<file path="config.mk">
export PLATFORM = sky130hd
export DESIGN_NAME = bounded_list_engine_core
export DESIGN_NICKNAME = d
export VERILOG_FILES = /design/src/ble_pkg.sv /design/src/ble_store.sv /design/src/bounded_list_engine_core.sv
export SDC_FILE = /design/constraint.sdc
export NUM_CORES = 1
export LEC_CHECK = 0
export BUFFER_PORTS_ARGS = -buffer_cell sky130_fd_sc_hd__buf_4
export CAP_MARGIN = 15
export CELL_PAD_IN_SITES_DETAIL_PLACEMENT = 1
export CELL_PAD_IN_SITES_GLOBAL_PLACEMENT = 1
export CORE_MARGIN = 2
export CORE_UTILIZATION = 35
export CTS_BUF_LIST = sky130_fd_sc_hd__clkbuf_4
export DETAILED_ROUTE_END_ITERATION = 8
export GPL_TIMING_DRIVEN = 0
export PLACE_DENSITY_LB_ADDON = 0.1
export SKIP_CTS_REPAIR_TIMING = 1
export SLEW_MARGIN = 30
export SYNTH_ARGS = -nofsm -noshare
export SYNTH_HDL_FRONTEND = slang
export SYNTH_SLANG_ARGS = --single-unit
</file>
<file path="constraint.sdc">
create_clock -name i_clk -period 15.7 [get_ports i_clk]
set_input_delay 2.355 -clock i_clk [delete_from_list [all_inputs] [get_ports i_clk]]
set_output_delay 2.355 -clock i_clk [all_outputs]
set_load 0.01 [all_outputs]
</file>
<file path="src/ble_pkg.sv">
// Shared types and codes for the bounded list engine.
// No dependencies; every other file in src imports this package.
package ble_pkg;

    localparam int unsigned DATA_W = 32;
    localparam int unsigned KIND_W = 3;
    localparam int unsigned LEN_W  = 5;
    localparam int unsigned STAT_W = 2;

    typedef enum logic [KIND_W-1:0] {
        KIND_PUSH_FRONT = 3'd0,
        KIND_PUSH_BACK  = 3'd1,
        KIND_POP_FRONT  = 3'd2,
        KIND_POP_BACK   = 3'd3,
        KIND_REMOVE     = 3'd4,
        KIND_CONTAINS   = 3'd5
    } t_kind;

    localparam logic [STAT_W-1:0] ST_OK    = 2'd0;
    localparam logic [STAT_W-1:0] ST_FULL  = 2'd1;
    localparam logic [STAT_W-1:0] ST_EMPTY = 2'd2;

    typedef struct packed {
        logic [KIND_W-1:0]        kind;
        logic signed [DATA_W-1:0] value;
    } t_cmd;

    typedef struct packed {
        logic signed [DATA_W-1:0] popped_value;
        logic                     found;
        logic [STAT_W-1:0]        status;
        logic [LEN_W-1:0]         length;
    } t_res;

endpackage

</file>
<file path="src/ble_store.sv">
// Entry store for the bounded list engine: one write port, one read port,
// read data registered. Depends on ble_pkg for the data width.
module ble_store
    import ble_pkg::*;
#(
    parameter int unsigned DEPTH = 16,
    parameter int unsigned AW    = 4
) (
    input  logic              i_clk,
    input  logic              i_we,
    input  logic [AW-1:0]     i_waddr,
    input  logic [DATA_W-1:0] i_wdata,
    input  logic [AW-1:0]     i_raddr,
    output logic [DATA_W-1:0] o_rdata
);

    logic [DATA_W-1:0] r_mem [DEPTH];
    logic [DATA_W-1:0] r_rdata;

    always_ff @(posedge i_clk) begin
        if (i_we) begin
            r_mem[i_waddr] <= i_wdata;
        end
        r_rdata <= r_mem[i_raddr];
    end

    assign o_rdata = r_rdata;

endmodule

</file>
<file path="src/bounded_list_engine_core.sv">
// Top level of the bounded list engine: command sequencer, ring pointers
// and the shared compare/move step. Depends on ble_pkg and ble_store.
//
// The list lives in a ring of CAPACITY words with a head pointer, so pushes
// and pops at either end touch one word. A command word is taken at the edge
// where start is high and busy is low; exactly one result word follows on
// o_res, marked by o_strobe for one cycle, and the receiver cannot stall it.
// The cycle count is set by the single read port of the store and the one
// comparator that walks it: a push, a refused command or an unused kind
// raises the strobe in the cycle after acceptance and busy stays low; a pop
// keeps busy high while the registered store read completes. Contains keeps
// busy high while it scans up to the hit, and over the whole list on a
// miss. Remove-by-value keeps busy high while it walks the whole current
// list, whether it hits or not: the scan up to the hit, then one word moved
// per cycle to close the gap. A new command may be presented in the cycle
// the strobe is shown. The store needs no clearing after reset: only words
// below the length are ever used.
module bounded_list_engine_core
    import ble_pkg::*;
#(
    parameter int unsigned CAPACITY = 16
) (
    input  logic i_clk,
    input  logic i_rst_n,
    input  logic start,
    input  t_cmd i_cmd,
    output logic busy,
    output logic o_strobe,
    output t_res o_res
);

    localparam int unsigned AW = (CAPACITY > 1) ? $clog2(CAPACITY) : 1;
    localparam int unsigned CW = $clog2(CAPACITY + 1);

    typedef enum logic [1:0] {
        S_IDLE,
        S_POP,
        S_SCAN,
        S_SHIFT
    } t_state;

    t_state            r_state, n_state;
    logic [AW-1:0]     r_head,  n_head;
    logic [CW-1:0]     r_count, n_count;
    logic [CW-1:0]     r_idx,   n_idx;
    logic [KIND_W-1:0] r_kind,  n_kind;
    logic [DATA_W-1:0] r_val,   n_val;
    logic              r_strobe, n_strobe;
    t_res              r_res,   n_res;

    logic              mem_we;
    logic [AW-1:0]     mem_waddr;
    logic [DATA_W-1:0] mem_wdata;
    logic [AW-1:0]     mem_raddr;
    logic [DATA_W-1:0] mem_rdata;

    logic [CW:0]       idx_p1;
    logic [CW:0]       idx_p2;
    logic [CW:0]       count_w;
    logic              full;
    logic              empty;
    logic              hit;
    logic [AW-1:0]     head_dec;
    logic [AW-1:0]     head_inc;

    // Map a position in the list to a word of the ring.
    function automatic logic [AW-1:0] phys(input logic [AW-1:0] head,
                                           input logic [CW:0]   pos);
        logic [CW:0] sum;
        sum = (CW+1)'(head) + pos;
        if (sum >= (CW+1)'(CAPACITY)) begin
            sum = sum - (CW+1)'(CAPACITY);
        end
        return AW'(sum);
    endfunction

    ble_store #(
        .DEPTH (CAPACITY),
        .AW    (AW)
    ) u_store (
        .i_clk   (i_clk),
        .i_we    (mem_we),
        .i_waddr (mem_waddr),
        .i_wdata (mem_wdata),
        .i_raddr (mem_raddr),
        .o_rdata (mem_rdata)
    );

    assign idx_p1   = (CW+1)'(r_idx) + (CW+1)'(1);
    assign idx_p2   = (CW+1)'(r_idx) + (CW+1)'(2);
    assign count_w  = (CW+1)'(r_count);
    assign full     = (r_count == CW'(CAPACITY));
    assign empty    = (r_count == '0);
    // The shared compare step: word just read against the search value.
    assign hit      = (mem_rdata == r_val);
    assign head_dec = (r_head == '0) ? AW'(CAPACITY - 1) : r_head - AW'(1);
    assign head_inc = (r_head == AW'(CAPACITY - 1)) ? '0 : r_head + AW'(1);

    always_comb begin
        n_state   = r_state;
        n_head    = r_head;
        n_count   = r_count;
        n_idx     = r_idx;
        n_kind    = r_kind;
        n_val     = r_val;
        n_strobe  = 1'b0;
        n_res     = '0;
        mem_we    = 1'b0;
        mem_waddr = r_head;
        mem_wdata = i_cmd.value;
        mem_raddr = phys(r_head, idx_p1);

        case (r_state)
            S_IDLE: begin
                if (start) begin
                    n_kind = i_cmd.kind;
                    n_val  = i_cmd.value;
                    case (i_cmd.kind)
                        KIND_PUSH_FRONT: begin
                            n_strobe = 1'b1;
                            if (full) begin
                                n_res.status = ST_FULL;
                            end else begin
                                mem_we    = 1'b1;
                                mem_waddr = head_dec;
                                n_head    = head_dec;
                                n_count   = r_count + CW'(1);
                            end
                        end
                        KIND_PUSH_BACK: begin
                            n_strobe = 1'b1;
                            if (full) begin
                                n_res.status = ST_FULL;
                            end else begin
                                mem_we    = 1'b1;
                                mem_waddr = phys(r_head, count_w);
                                n_count   = r_count + CW'(1);
                            end
                        end
                        KIND_POP_FRONT: begin
                            if (empty) begin
                                n_strobe     = 1'b1;
                                n_res.status = ST_EMPTY;
                            end else begin
                                mem_raddr = r_head;
                                n_state   = S_POP;
                            end
                        end
                        KIND_POP_BACK: begin
                            if (empty) begin
                                n_strobe     = 1'b1;
                                n_res.status = ST_EMPTY;
                            end else begin
                                mem_raddr = phys(r_head, count_w - (CW+1)'(1));
                                n_state   = S_POP;
                            end
                        end
                        KIND_REMOVE, KIND_CONTAINS: begin
                            if (empty) begin
                                n_strobe = 1'b1;
                            end else begin
                                mem_raddr = r_head;
                                n_idx     = '0;
                                n_state   = S_SCAN;
                            end
                        end
                        default: begin
                            n_strobe = 1'b1;
                        end
                    endcase
                end
            end

            S_POP: begin
                n_res.popped_value = mem_rdata;
                if (r_kind == KIND_POP_FRONT) begin
                    n_head = head_inc;
                end
                n_count  = r_count - CW'(1);
                n_strobe = 1'b1;
                n_state  = S_IDLE;
            end

            S_SCAN: begin
                // Read of the next position is already issued by default.
                if (hit) begin
                    if (r_kind == KIND_REMOVE && idx_p1 < count_w) begin
                        n_state = S_SHIFT;
                    end else begin
                        if (r_kind == KIND_REMOVE) begin
                            n_count = r_count - CW'(1);
                        end
                        n_res.found = 1'b1;
                        n_strobe    = 1'b1;
                        n_state     = S_IDLE;
                    end
                end else if (idx_p1 == count_w) begin
                    n_strobe = 1'b1;
                    n_state  = S_IDLE;
                end else begin
                    n_idx = idx_p1[CW-1:0];
                end
            end

            S_SHIFT: begin
                // Move the word behind the gap forward one place.
                mem_we    = 1'b1;
                mem_waddr = phys(r_head, (CW+1)'(r_idx));
                mem_wdata = mem_rdata;
                mem_raddr = phys(r_head, idx_p2);
                if (idx_p2 == count_w) begin
                    n_count     = r_count - CW'(1);
                    n_res.found = 1'b1;
                    n_strobe    = 1'b1;
                    n_state     = S_IDLE;
                end else begin
                    n_idx = idx_p1[CW-1:0];
                end
            end

            default: begin
                n_state = S_IDLE;
            end
        endcase

        n_res.length = LEN_W'(n_count);
    end

    always_ff @(posedge i_clk) begin
        if (!i_rst_n) begin
            r_state  <= S_IDLE;
            r_head   <= '0;
            r_count  <= '0;
            r_strobe <= 1'b0;
        end else begin
            r_state  <= n_state;
            r_head   <= n_head;
            r_count  <= n_count;
            r_strobe <= n_strobe;
        end
        r_idx  <= n_idx;
        r_kind <= n_kind;
        r_val  <= n_val;
        r_res  <= n_res;
    end

    assign busy     = (r_state != S_IDLE);
    assign o_strobe = r_strobe;
    assign o_res    = r_res;

`ifndef SYNTHESIS
    a_count_bound: assert property (@(posedge i_clk) disable iff (!i_rst_n)
        r_count <= CW'(CAPACITY))
        else $error("list length beyond capacity");

    a_head_bound: assert property (@(posedge i_clk) disable iff (!i_rst_n)
        r_head <= AW'(CAPACITY - 1))
        else $error("head pointer outside ring");

    a_accept_progress: assert property (@(posedge i_clk) disable iff (!i_rst_n)
        (start && !busy) |=> (busy || o_strobe))
        else $error("accepted command produced neither work nor result");

    a_strobe_cause: assert property (@(posedge i_clk) disable iff (!i_rst_n)
        o_strobe |-> ($past(start) || $past(busy)))
        else $error("result strobe without a command");

    a_shift_nonempty: assert property (@(posedge i_clk) disable iff (!i_rst_n)
        (r_state == S_SHIFT) |-> (r_count >= CW'(2)))
        else $error("gap close with fewer than two entries");
`endif

endmodule
</file>
==> impl_summary.md, run 1 <==
Status
The run finished with clean final reports.

Yosys
The fraction of the yosys area taken by sequential cells is a little over two thirds. The number of synthesized flops with an enable pin is 552. Synthesis inferred between 600 and 700 register bits. By area the synthesized netlist is led by sky130_fd_sc_hd__edfxtp_1, sky130_fd_sc_hd__dfxtp_1, sky130_fd_sc_hd__nand2_1. The combined area of all synthesized cells is between 20,000 and 30,000 um^2. The share of the synthesized area in the top cell type is 63.64%. The dominant cell type by area after synthesis is sky130_fd_sc_hd__edfxtp_1.

The post-synthesis instance total is roughly 1,900. The net count after synthesis is 1,974. The synthesized area per cell is roughly 14 um^2.

The fraction of registers with async set/reset is 0%. For this run, the number of Yosys warnings is 0. The most used flip-flop cell after synthesis is sky130_fd_sc_hd__edfxtp_1. The number of distinct library cell variants in the gate-level netlist after synthesis is just over 70.

STA
The count of endpoints failing setup in the final report is 0. The maximum clock rate is 0.1931 GHz. The number of hold violations in the final report is 0. Setup repair after global routing left no endpoint under its margin.

The worst pin sits at a relative slew slack of a little over a third. The actual transition at the worst max-transition pin is 0.9766 ns. The final setup skew is 0.06345 ns.

The part of the cycle the worst path needs is 32.98%. Summed over all failing endpoints, the final setup total negative slack is 0 ns. The post-route minimum period is 5.178 ns. The number of max-slew violations in the final report is 0.

Floorplan
The die covers about 77,000 um^2. The die width is about 280 um. The effective utilization at floorplan is 35.16%. The floorplan has 100 rows. The total core area is 74,070 um^2. The die height is around 280 um. 80 I/O pins were placed.

Layout
The ratio of cells with drive above 1 in the final layout is 26.93%. The layout has approximately 8,000 filler cells. The finished cells cover 31,170 um^2. Relative to the synthesized area, the layout overhead comes to 19.66%. The final layout contains 2,327 nets. In the final layout, the multi-input gates occupy about 7300 um^2. The storage element area is 18,260 um^2.

The final non-filler cell total is 3,368. The post-layout utilization of the core is 42.08%.

Power
For this design the ratio of total power to cell area is roughly 210 nW/um^2. For this design the total switching power over the nets is 2.791 mW. The internal portion of the total power is 3.765 mW. Of the total power, the clock network draws 23.8%. The leakage component of the power is between 10 and 15 nW.

VDD sags by at most between 0.1 and 0.15 mV. Registers are responsible for 32.2% of the overall power. Net switching is around 43% of the power. The combinational share of power is 44.0%.

Worst setup path
The critical path arrival is 5.87 ns. The critical path contains buffers and inverters numbering 6 combined. The critical setup path kind is in2reg. The critical path endpoint category is a register. The worst setup path is launched from an input pin.

The biggest fanout along the worst timing path is 10. The dominant delay contributor by cell family on the critical path is simple AND/OR/NAND/NOR gates. The stage delay of the slowest cell on the critical path is 0.69 ns. The slowest stage of the critical path is the sky130_fd_sc_hd__nor4_2 cell. The signal on the critical path passes through buf_4 -> buf_4 -> nor3b_2 -> nand2_1 -> o32a_1 -> o21a_1 -> nor4_2 -> buf_2 -> buf_2 -> buf_2 -> buf_2. STA puts the critical path data required time at 16.39 ns.

Counting stages on the worst path, the most repeated cell is sky130_fd_sc_hd__buf_2.

Routing
The number of antenna-violating nets in the routed design is 0. Dividing the detail-routed wire length by the instance count gives roughly 26 um. Before antenna repair, the detailed router went through 6 iterations.

In the routed design, unresolved DRC markers number 0. The total via count after detailed routing is 17,800. After detailed routing, the number of vias per cell comes to 5.284. The number of DRC markers in iteration 0 is 1,269. For this block, the routed nets add up to between 80,000 and 90,000 um of wire.

Placed design
The placed wire-length estimate after detailed placement is 61,380 um. The post-detailed-placement cell area is between 20,000 and 30,000 um^2. The total instance count after detailed placement is 3,046. The count of buffers added on input and output ports is 79. At the end of routability-driven placement, the weighted congestion stood at ~0.84.

Clock tree
After clock tree synthesis, the clock-pin slew on the worst setup and hold paths is 0.06 ns. The H-tree depth reported by CTS is 4. TritonCTS built the clock tree.

The number of clock sinks is 636. In this run, CTS created clock tree buffers numbering around 170. The clock tree root buffer cell is sky130_fd_sc_hd__clkbuf_4. The buffer levels on the longest clock path is 3. Clock latency on the worst-skew pair, taken at its later pin, is 1.02 ns.

Global route
The remaining global-route overflow is 0. Global routing consumed, on the met2 layer, 36.62% of the routing resources. The number of antenna violations at the first check in global routing was 4.

The first-pass GRT wire length is 125,100 um. The number of global-route vias before repair is 18,680. The pin count of the biggest net entering global routing is 32. The met1 layer usage reported by global route is between 20 and 30%.

The met3 track demand over resource is ~4.8%. The total track usage is about 23%. The layer flagged by global routing as most heavily used is met2.

Hold path
The worst hold path belongs to the class reg2reg.

Job
The tool flagged a number of max-cap violations equal to 0.
-- per-layer routing --
layer,part of all wire [%],up-vias
li1,-,7933
met1,43,9114
met2,48,586
met3,5.8,164
met4,3.2,0
met5,0,-
-- worst paths after layout --
kind	start	end	slack, ns	cells past startpoint
hold reg to reg	u_store.o_rdata[22]$_DFF_P_	o_res[30]$_SDFF_PN0_	0.48	1
setup reg to reg	r_head[1]$_SDFFE_PN0P_	u_store.o_rdata[12]$_DFF_P_	10.63	12
setup / recovery	i_cmd[34]	u_store.r_mem[7][8]$_DFFE_PP_	10.52	11
hold / removal	u_store.o_rdata[22]$_DFF_P_	o_res[30]$_SDFF_PN0_	0.48	1
-- flip-flops by register name (all words and copies together), names as in the netlist --
register / cells
u_store.r_mem: 512
r_kind: 3
u_store.o_rdata: 32
r_idx: 5
o_res: 40
r_count: 5
o_strobe: 1
r_state: 2
r_head: 4
r_val: 32
-- per-stage QoR --
| step | total power [mW] | hold WS, ns | setup slack, ns |
|---|---|---|---|
| 2_1_floorplan | 3.797 | 0.4686 | 8.230 |
| 3_3_place_gp | 4.986 | 0.4904 | 2.807 |
| 3_5_place_dp | 5.050 | 0.4933 | 9.477 |
| 4_1_cts | 6.640 | 0.4661 | 10.45 |
| 5_1_grt | 6.922 | 0.4933 | 10.25 |
| 6_report | 6.556 | 0.4754 | 10.52 |
-- kinds of logic (layout without fill, tap and decap cells) --
kind of cell | Yosys count | after routing | synth area share, %
AO/OA/AOI/OAI | 368 | 368 | 8.945
XOR/XNOR | 55 | 55 | 2.008
adder cells (fa/ha/maj) | 36 | 36 | 1.873
buffers and inverters | 145 | 640 | 2.695
flip-flops | 636 | 636 | 70.10
multiplexers | 65 | 65 | 4.189
other | 0 | 4 | 0
AND/OR/NAND/NOR | 595 | 595 | 10.19
-- cells in the final DEF, fill, tap and decap left out, drive strengths merged, types with 6 or more instances in the layout --
cell type,synthesis,routed
edfxtp,552,552
nand2,380,380
clkbuf,37,317
buf,78,255
a21oi,219,219
dfxtp,84,84
nor3,74,74
xnor2,46,46
and2,35,35
inv,30,35
a311oi,33,33
mux2,32,32
mux4,32,32
a221o,32,32
ha,31,31
clkinv,0,31
nor2,24,24
o21ai,18,18
nand4,15,15
nand3,15,15
nor4,14,14
a31oi,10,10
a211oi,9,9
nor2b,8,8
nand2b,7,7
a21o,7,7
xor2,6,6
-- cells in the mapped netlist (all sizes together) (5+ instances only) --
cell type and number:
edfxtp 552, nand2 380, a21oi 219, dfxtp 84, buf 78, nor3 74, xnor2 46, clkbuf 37
and2 35, a311oi 33, a221o 32, mux2 32, mux4 32, ha 31, inv 30, nor2 24
o21ai 18, nand3 15, nand4 15, nor4 14, a31oi 10, a211oi 9, nor2b 8, a21o 7
nand2b 7, xor2 6, fa 5, o21a 5, or3 5
-- cell type report --
class,count,area share (%)
diodes,4,0.03212
plain buffers,115,1.903
clock buffers,280,6.744
clock inverters,38,0.8149
inverters,30,0.3693
multi-input cells,1119,23.37
flip-flops and latches,636,58.58
well taps,969,3.890
repair buffers,177,4.295
-- power groups by stage --
stage	Combinational, mW	Clock [mW]	Sequential (mW)
final	2.88	1.56	2.11
after global routing	3.10	1.69	2.13
after CTS	2.92	1.61	2.11
after detailed placement	2.90	0	2.15
after global placement	2.83	0	2.16
after floorplan	1.66	0	2.13
(Power assumes the default switching activity.)
==> run 2, diff against run 1 <==
--- a/config.mk
+++ b/config.mk
@@ -5,6 +5,7 @@
 export SDC_FILE = /design/constraint.sdc
 export NUM_CORES = 1
 export LEC_CHECK = 0
+export ABC_AREA = 1
 export BUFFER_PORTS_ARGS = -buffer_cell sky130_fd_sc_hd__buf_4
 export CAP_MARGIN = 15
 export CELL_PAD_IN_SITES_DETAIL_PLACEMENT = 1
==> constraint.sdc (replaced) <==
create_clock -name i_clk -period 5.1 [get_ports i_clk]
set_input_delay 0.765 -clock i_clk [delete_from_list [all_inputs] [get_ports i_clk]]
set_output_delay 0.765 -clock i_clk [all_outputs]
set_load 0.01 [all_outputs]
==> impl_summary.md, run 2 <==
Status
The flow ran to the end, and the final reports show no timing, DRC or antenna violations.

Worst setup path
The critical path required time is a little over 6 ns. The count of buffer and inverter cells on the critical path is 4. The endpoint of the most critical setup path is u_store.o_rdata[15]$_DFF_P_. The stage delay of the slowest cell on the critical path is ~0.8 ns.

For flop-to-flop paths, the worst setup slack is between 0.4 and 0.5 ns. The category of the worst setup path launch point is a register. The cell with the largest stage delay on the worst path is sky130_fd_sc_hd__dfxtp_1.

The cell family contributing the most delay on the critical path is buffers and inverters. By instance count, the cell type seen most on the critical path is sky130_fd_sc_hd__nand2_1. Along the worst path, the maximum fanout reaches 13. In this run the critical register-to-register path is launched from r_head[1]$_SDFFE_PN0P_. The critical path endpoint category is a register. The launching element of the worst setup path is r_head[1]$_SDFFE_PN0P_. The critical path arrival is around 5.6 ns. The critical path runs through a total of 17 cells. The end of the worst register-to-register path is u_store.o_rdata[15]$_DFF_P_. For the worst flop-to-flop path, the logic depth is 17. Traced cell by cell, the critical path runs through inv_1 -> ha_1 -> inv_1 -> ha_1 -> inv_1 -> fa_1 -> xor2_1 -> nand2_1 -> nand2_1 -> o21ai_1 -> a21oi_1 -> o21ai_1 -> nand2_1 -> o21ai_1 -> buf_2 -> nand3_1 -> nand2_1. The critical setup path kind is reg2reg.

STA
The worst slew margin relative to its limit is 28.53%. The number of max-slew violations in the final report is 0. The actual transition at the worst max-transition pin is 1.072 ns. The number of hold violations in the final report was 0. Timing would allow up to 0.2148 GHz. After layout, the minimum clock period comes to 4.655 ns. The count of endpoints failing setup in the final report is 0. Setup repair after global routing left no endpoint under its margin. The final setup skew is 0.06525 ns.

The worst path uses 91.26% of the clock period. The tightest hold path in the finished design has a slack of ~0.34 ns.

Floorplan
The effective utilization at floorplan is about a third. The die is a little under 300 um wide. The die is ~290 um tall. The floorplan die area is 84,390 um^2. The number of rows created at floorplan is 105. The total core area is 81,720 um^2. For this design the top-level I/O count stands at 80.

Layout
The area growth from synthesis to layout is 19.95%. The number of filler instances in the final layout is 9,275. The number of nets in the finished design is 3,298. The ratio of cells with drive above 1 in the final layout is 16.30%.

The number of flip-flops in the largest register is 512. The register with the most flip-flops is u_store.r_mem. The storage element area is 18,260 um^2. Cells fill 42.17% of the core in the end. The leading cell type in the layout, fill and taps excluded is sky130_fd_sc_hd__nand2_1. In the layout the commonest cells are sky130_fd_sc_hd__nand2_1, sky130_fd_sc_hd__nand3_1, sky130_fd_sc_hd__edfxtp_1, sky130_fd_sc_hd__inv_1, sky130_fd_sc_hd__clkbuf_4. In the final layout, the multi-input gates occupy 8233 um^2.

Yosys
The share of the synthesized area in the top cell type is 57.70%. By area the synthesized netlist is led by sky130_fd_sc_hd__edfxtp_1, sky130_fd_sc_hd__nand3_1, sky130_fd_sc_hd__nand2_1. The number of distinct library cell variants in the gate-level netlist after synthesis is 41.

In this run, synthesis inferred between 500 and 600 flip-flops with an integrated enable. Counting every net in the synthesized netlist gives just under 3,000. Summed over all instances, the cell type with the most area after synthesis is sky130_fd_sc_hd__edfxtp_1. The synthesized netlist occupies a cell area of 28,730 um^2.

The most used flip-flop cell after synthesis is sky130_fd_sc_hd__edfxtp_1. The fraction of registers with async set/reset is 0%. The post-synthesis instance total is 2,895.

A synthesized cell averages 9.924 um^2. The number of synthesized register bits is between 600 and 700. In the post-synthesis netlist, the cell with the most instances is sky130_fd_sc_hd__nand2_1. The fraction of the yosys area taken by sequential cells is 63.55%. The commonest cells after synthesis are sky130_fd_sc_hd__nand2_1, sky130_fd_sc_hd__nand3_1, sky130_fd_sc_hd__edfxtp_1. During synthesis, Yosys emitted a total of 0 warnings.

Clock tree
The H-tree depth reported by CTS is 4. The number of buffers inserted during clock tree synthesis is 176. For the worst-skew pair, the clock arrives at the later sink with an insertion delay of 1.08 ns. The tree built by TritonCTS fans out to 636 sinks. After clock tree synthesis, the clock-pin slew on the worst setup and hold paths is around 0.080 ns. Clock tree synthesis selected as its root buffer the cell sky130_fd_sc_hd__clkbuf_4. TritonCTS built the clock tree. The buffer levels on the longest clock path is 3.

Global route
For this run the aggregate overflow at the end of global routing stands at 0. In the global route stage, overall resource usage came out at about a quarter. The number of antenna violations at the first check in global routing is 3. The pin count of the biggest net entering global routing is 23. The first-pass GRT wire length is 158,700 um.

The number of global-route vias before repair is 23,520.

Routing
For this block, the initial DRC count from the detailed router was between 1,500 and 2,000. In the final routed layout, each cell accounts on average for 24.71 um. The number of optimization iterations in the first detailed-route pass is 5. Summed over all layers, the routed wires come to approximately 110,000 um. The DRC violations left is 0. Using the TritonRoute via totals, the vias-per-cell ratio works out to 5.098.

The detail route stage leaves a number of antenna-violating nets equal to 0. The routed layout has 22,630 vias.

Placed design
Port buffering added 78 buffers. The wire-length estimate of the detail-placed layout is 75,600 um. At the end of routability-driven placement, the weighted congestion stood at 0.8452.

Hold path
The worst hold path belongs to the class in2reg. Along the worst hold path, the cell count comes to 3.

Job
Max-cap violations in this run came to 0.
[run 2: changes by cell type in the layout (fill, tap and decap cells not counted), moves of 33 or more]
cell / previous run / this run
sky130_fd_sc_hd__nand3_1: 15 / 625
sky130_fd_sc_hd__inv_1: 29 / 444
sky130_fd_sc_hd__nand2_1: 379 / 684
sky130_fd_sc_hd__a21oi_1: 218 / 32
sky130_fd_sc_hd__nand3b_1: 1 / 71
sky130_fd_sc_hd__nor3_1: 74 / 7
sky130_fd_sc_hd__nor2_1: 24 / 63
sky130_fd_sc_hd__dlygate4sd3_1: 0 / 36
sky130_fd_sc_hd__and2_1: 35 / 0
sky130_fd_sc_hd__a311oi_1: 33 / 0
[run 2: logic make-up after synthesis]
group | share of synthesized area [%]
simple gates | 23.12
flops | 63.55
buf+inv | 8.384
compound gates | 1.999
xor+xnor | 1.250
fa+ha+maj | 1.699
[run 2: metrics by stage]
stage / instance area, um^2 / setup WS, ns / TNS, ns / instances
floorplan: 28730 / 1.245 / 0 / 2895
global placement: 30650 / -1.484 / -621.53 / 4043
detailed placement: 31750 / 0.2323 / 0 / 4080
CTS: 34100 / 0.2434 / 0 / 4403
global route: 34460 / 0.1433 / 0 / 4440
finish: 34460 / 0.4455 / 0 / 4440
[run 2: tightest hold or removal path, delay by kind of cell]
family                 cells  cell delay, ns
buffers and inverters      1            0.22
and+or+nand+nor            2            0.38
[run 2: per-layer routing]
| metal | up-vias | routed length [um] | global-route usage [%] |
|---|---|---|---|
| li1 | 10390 | - | - |
| met1 | 11350 | 47940 | 34.43 |
| met2 | 704 | 52150 | 42.87 |
| met3 | 184 | 6562 | 5.147 |
| met4 | 2 | 3044 | 9.010 |
| met5 | - | 13 | 0 |
[run 2: cell type report]
cell class | count | area share [%]
Inverter | 451 | 4.920
Tap cell | 1070 | 3.885
Buffer | 154 | 2.106
Multi-Input combinational cell | 1654 | 23.89
Timing Repair Buffer | 151 | 5.406
Sequential cell | 636 | 52.98
Antenna cell | 1 | 0.007262
Clock inverter | 56 | 0.9876
Clock buffer | 267 | 5.817
[run 2: worst min-delay path by stage]
| stage | from | slack [ns] | end |
|---|---|---|---|
| 3_3_place_gp | u_store.o_rdata[2]$_DFF_P_ | 0.43 | o_res[10]$_SDFF_PN0_ |
| 3_5_place_dp | u_store.o_rdata[14]$_DFF_P_ | 0.44 | o_res[22]$_SDFF_PN0_ |
| 6_report | start | 0.34 | o_res[5]$_SDFF_PN0_ |
| 5_1_grt | start | 0.33 | o_res[6]$_SDFF_PN0_ |
| 4_1_cts | i_cmd[16] | -0.24 | r_val[16]$_DFFE_PP_ |
| 2_1_floorplan | u_store.o_rdata[2]$_DFF_P_ | 0.42 | o_res[10]$_SDFF_PN0_ |
Power of run 2 is left out: the tool's default activity adds up to more than one toggle a clock period on the data nets, which glitch-free logic cannot reach.
